--- src/rtl/pli_pkg.sv ---
// Shared constants and types for the piecewise linear interpolator.
// Used by pli_div and piecewise_linear_interpolator_core; no dependencies.
package pli_pkg;

	// Fraction bits of the fixed-point format and of the blend coefficient.
	localparam int FRAC_W = 16;

	// Fixed widths of the stream fields.
	localparam int IDX_W = 6;
	localparam int CNT_W = 7;
	localparam int FIELD_W = 32;

	// Input word layout, lowest bit first.
	localparam int IDX_LSB = 0;
	localparam int LIN_LSB = IDX_LSB + IDX_W;
	localparam int LOUT_LSB = LIN_LSB + FIELD_W;
	localparam int SMP_LSB = LOUT_LSB + FIELD_W;
	localparam int IN_DATA_W = ((SMP_LSB + FIELD_W + 7) / 8) * 8;
	localparam int OUT_DATA_W = FIELD_W;

	// Item kinds carried in the input tuser.
	localparam logic ACT_WRITE = 1'b0;
	localparam logic ACT_EVAL = 1'b1;

	// Pipeline control handed to the divider.
	typedef struct packed {
		logic en;
		logic valid;
	} pli_ctl_t;

endpackage

--- src/rtl/pli_div.sv ---
// Pipelined restoring divider producing a FRAC_W-bit quotient, one bit per stage.
// Depends on pli_pkg for FRAC_W and the control struct.
module pli_div
	import pli_pkg::*;
#(
	parameter int VB = 32,
	parameter int PW = 66
) (
	input  logic          clk,
	input  logic          arst_n,
	input  pli_ctl_t      ctl,
	input  logic [VB-1:0] rem_in,
	input  logic [VB-1:0] den_in,
	input  logic [PW-1:0] pay_in,
	output logic          vld_out,
	output logic [FRAC_W-1:0] quo_out,
	output logic [PW-1:0] pay_out
);

	logic [VB-1:0]     rem_s [FRAC_W];
	logic [VB-1:0]     den_s [FRAC_W];
	logic [FRAC_W-1:0] quo_s [FRAC_W];
	logic [PW-1:0]     pay_s [FRAC_W];
	logic              vld_s [FRAC_W];

	for (genvar i = 0; i < FRAC_W; i++) begin : g_step
		logic [VB-1:0]     r_prev;
		logic [VB-1:0]     d_prev;
		logic [FRAC_W-1:0] q_prev;
		logic [PW-1:0]     p_prev;
		logic              v_prev;
		logic [VB:0]       t;
		logic [VB:0]       diff;
		logic              take;

		if (i == 0) begin : g_first
			assign r_prev = rem_in;
			assign d_prev = den_in;
			assign q_prev = '0;
			assign p_prev = pay_in;
			assign v_prev = ctl.valid;
		end else begin : g_next
			assign r_prev = rem_s[i-1];
			assign d_prev = den_s[i-1];
			assign q_prev = quo_s[i-1];
			assign p_prev = pay_s[i-1];
			assign v_prev = vld_s[i-1];
		end

		// Shift in one bit of the remainder and subtract the divisor if it fits.
		assign t = {r_prev, 1'b0};
		assign diff = t - {1'b0, d_prev};
		assign take = (t >= {1'b0, d_prev});

		always_ff @(posedge clk or negedge arst_n) begin
			if (!arst_n) begin
				vld_s[i] <= 1'b0;
			end else if (ctl.en) begin
				vld_s[i] <= v_prev;
			end
		end

		always_ff @(posedge clk) begin
			if (ctl.en) begin
				rem_s[i] <= take ? diff[VB-1:0] : t[VB-1:0];
				den_s[i] <= d_prev;
				quo_s[i] <= {q_prev[FRAC_W-2:0], take};
				pay_s[i] <= p_prev;
			end
		end
	end

	assign vld_out = vld_s[FRAC_W-1];
	assign quo_out = quo_s[FRAC_W-1];
	assign pay_out = pay_s[FRAC_W-1];

endmodule

--- config.mk ---
export PLATFORM = sky130hd
export DESIGN_NAME = pli_div
export DESIGN_NICKNAME = d
export VERILOG_FILES = /design/src/rtl/pli_pkg.sv /design/src/rtl/pli_div.sv
export SDC_FILE = /design/constraint.sdc
export NUM_CORES = 2
export LEC_CHECK = 0
export ABC_AREA = 1
export BUFFER_PORTS_ARGS = -buffer_cell sky130_fd_sc_hd__buf_2
export CORE_ASPECT_RATIO = 1.1
export CORE_UTILIZATION = 60
export DETAILED_ROUTE_END_ITERATION = 10
export PLACE_DENSITY = 0.87
export SYNTH_ARGS = -nofsm -noshare
export SYNTH_HDL_FRONTEND = slang
export SYNTH_SLANG_ARGS = --single-unit
--- constraint.sdc ---
create_clock -name clk -period 3.24 [get_ports clk]
set_input_delay 0.648 -clock clk [delete_from_list [all_inputs] [get_ports clk]]
set_output_delay 0.648 -clock clk [all_outputs]
set_load 0.01 [all_outputs]
==> metrics <==
CP top delay family=simple AND/OR/NAND/NOR gates; Max rail drop VDD=693 µV; post-synth cell types=41; I/O Pins=217; Seq cells post-synth=2168; Post-Syn Area=113000 µm²; final hold vios=0; via-per-instance ratio=5.40; top-area cell type share of the netlist area=0.573; Tcrit/Tclk final=0.930; worst skew pair latency=0.89 ns; vias in the first global route=85400; Slew HR=0.333; Die Y-Extent=457 µm; share of cells above drive strength 1=0.0809; Seq/Total Area, Yosys=0.576; Lkg Pwr=0.0598 µW; clock share of power=0.232; most used cell, CP=nand2_1; syn avg cell area=9.34 µm²; worst r2r src=den_s[2][29]; GR Overflow Total=0; multi-input combinational cell area=38000 µm²; Total GRT Usage=0.337; cts bufs inserted=211; Max Slew Vio Count=0; FILL cells=14400; RD Place Congestion=1.03; post-synthesis cell count=12100; worst r2r path cells=14; DRC Markers=0; IO buf count=216; first-pass GRT wire length=477000 µm; critical path fanouts, max=33; hold depth=3; die width=415 µm; Reg-to-Reg End=rem_s[0][125]; Power Density=895 nW/µm²; Synth area leader=edfxtp_1; Routed Antenna Nets=0; H-tree Lvls=4; Clk pin slew, worst setup/hold paths=0.06 ns; pre-CTS setup slack=0.295 ns; met2 usage=0.635; crit path max-delay cell type=edfxtp_1; Sw Share=0.409; RSZ-0062 raised after global routing=false; internal power=66600 µW; status=complete, no violations; Worst path max stage delay=0.53 ns; Synth area leaders=edfxtp_1 57%, nand2_1 14%, inv_1 7.6%; sequential share of power=0.353; NumNets Final=13300; kind of critical path=flip-flop to flip-flop; syn_nets=12700; clk root buf=clkbuf_16; global-route met3 utilization=0.0689; CTS max path bufs=3; Startpoint Class=flip-flop; worst hold path type=input port to flip-flop; Avg WL per Cell=20.7 µm; combinational share of power=0.415; Worst-Margin Slew=0.993 ns; TritonCTS clock tree=done; initial core utilization=0.605; crit path cell chain=inv_1, ha_1, nand2_1, clkinvlp_4, buf_12, nand4_1, buf_4, nor2_1, nand2_1, nand2_1, nor2_4, nand2_8, nand3_1, nand2_1; Hold Path Sink=rem_s[0][7]; largest net degree at the start of global routing=116; setup ws final=0.228 ns; die area=190000 µm²; core footprint=186000 µm²; Layout area overhead=11.7%; clock sinks=2168; initial antenna violation count=11; GRT Max-Usage Layer=met2; WP data arrival=3.64 ns; HPWL Detailed=239000 µm; storage element area=65000 µm²; DRT iter0 DRCs=5590; Final Setup Violations=0; Setup crit end kind=flip-flop; met1 Resource Use GR=0.274; Max Cap Viol=0; Vias=82400; Routed WL=316000 µm; drt pass-1 iters=6; Net Sw Power=46200 µW; Rows=166; hold path startpoint=rem_in[6]; Syn. warnings=0; Req. time, crit path=3.87 ns; clock period minus worst slack=3.01 ns; reg2reg setup slack=0.23 ns; WP buf/inv=4; final core utilization=0.676; Clock Skew=0.0569 ns; post-route setup TNS=0 ns; fmax=332 MHz
==> registers in the layout (all words and copies together), names as in the netlist <==
name           flops
vld_out            1
rem_s            480
g_step.v_prev     15
quo_s            136
pay_s           1056
den_s            480
==> kinds of logic after synthesis <==
family | Yosys count | synth area share
AND/OR/NAND/NOR | 6347 | 0.243
adder cells (fa/ha/maj) | 526 | 0.0593
flip-flops | 2168 | 0.576
AO/OA/AOI/OAI | 390 | 0.0179
buffers and inverters | 2437 | 0.0869
XOR/XNOR | 210 | 0.0163
multiplexers | 2 | 0.000200
==> how the worst max path moves through the flow <==
stage | depth (start not counted) | slack [ns] | start | endpoint
global route | 11 | 0.07 | rem_s[1][11] | rem_s[1][61]
global placement | 14 | 0.27 | den_in[2] | rem_s[0][22]
detailed placement | 14 | 0.29 | den_in[2] | rem_s[0][22]
floorplan | 14 | 1.01 | den_in[15] | rem_s[0][29]
CTS | 12 | 0.33 | rem_s[0][187] | rem_s[0][209]
finish | 14 | 0.23 | den_s[2][29] | rem_s[0][125]
==> metrics by stage <==
stage                     instance area [µm²]  std cells  hold slack, ns  total power [µW]
after global placement                 118000      14800           0.400             84300
after detailed placement               118000      14800           0.405             85100
after global routing                   126000      15300          0.0347            119000
final                                  126000      15300          0.0565            113000
after floorplan                        113000      12100           0.352             70900
after CTS                              126000      15300         0.00221            112000
==> final cells by class <==
type | instances | area share
Sequential cell | 2168 | 0.516
Multi-Input combinational cell | 7475 | 0.301
Inverter | 2300 | 0.0686
Clock buffer | 234 | 0.0431
Timing Repair Buffer | 493 | 0.0312
Tap cell | 2436 | 0.0242
Clock inverter | 161 | 0.0155
Antenna cell | 6 | 0.000119
==> routing by layer <==
metal	wire, µm	part of all wire
met2	168000	0.53
met3	16900	0.053
met5	29	0.000092
met1	92100	0.29
met4	39600	0.13
==> layout by cell type (no fill, tap or decap), types with 100 or more instances in the layout <==
master         netlist  layout
nand3b_1           151     151
edfxtp_1          2152    2152
nand2_1           4333    4333
buf_2               56     215
dlygate4sd3_1        0     100
inv_1             2285    2284
nor2_1             562     562
clkbuf_16            0     214
buf_4               15     137
and2_1             124     124
ha_1               511     511
nor3_1             112     112
nand3_1            724     724
nand3_2            127     127
xor2_1             195     195
a21oi_1            336     336
==> power by group through the flow <==
stage	Sequential (µW)	Clock (µW)	Combinational, µW
after global placement	40100	0	44300
after global routing	40100	27500	51500
after detailed placement	40200	0	44900
after CTS	39700	26500	45400
after floorplan	39200	0	31800
final	39800	26100	46800
==> synth_stat cells, drive strengths merged <==
| cell type | number |
|---|---|
| ha | 511 |
| nor3b | 1 |
| nand4 | 45 |
| inv | 2300 |
| nor2 | 622 |
| o21ai | 29 |
| or2 | 9 |
| nor3 | 126 |
| a21o | 9 |
| dfrtp | 16 |
| o21bai | 12 |
| and2 | 124 |
| xnor2 | 15 |
| nand2 | 4417 |
| a211oi | 1 |
| a21oi | 338 |
| xor2 | 195 |
| edfxtp | 2152 |
| mux2 | 2 |
| nand3b | 151 |
| and3 | 1 |
| nand3 | 851 |
| fa | 15 |
| o211ai | 1 |
| clkbuf | 6 |
| buf | 131 |
==> worst reg2reg max path, cell delays in order, from the launching register on <==
cell,delay [ns]
edfxtp_1,0.53
inv_1,0.08
ha_1,0.38
nand2_1,0.19
clkinvlp_4,0.14
buf_12,0.15
nand4_1,0.07
buf_4,0.20
nor2_1,0.07
nand2_1,0.07
nand2_1,0.08
nor2_4,0.23
nand2_8,0.27
nand3_1,0.21
nand2_1,0.09
==> timing repair <==
item / CTS / global route
setup endpoints to repair: 0 / 13
hold endpoints to repair: 115 / 0
buffers inserted: 0 / 1
gates resized for setup: 0 / 1
hold buffers: 100 / 0
Power figures use the tool's default switching activity.
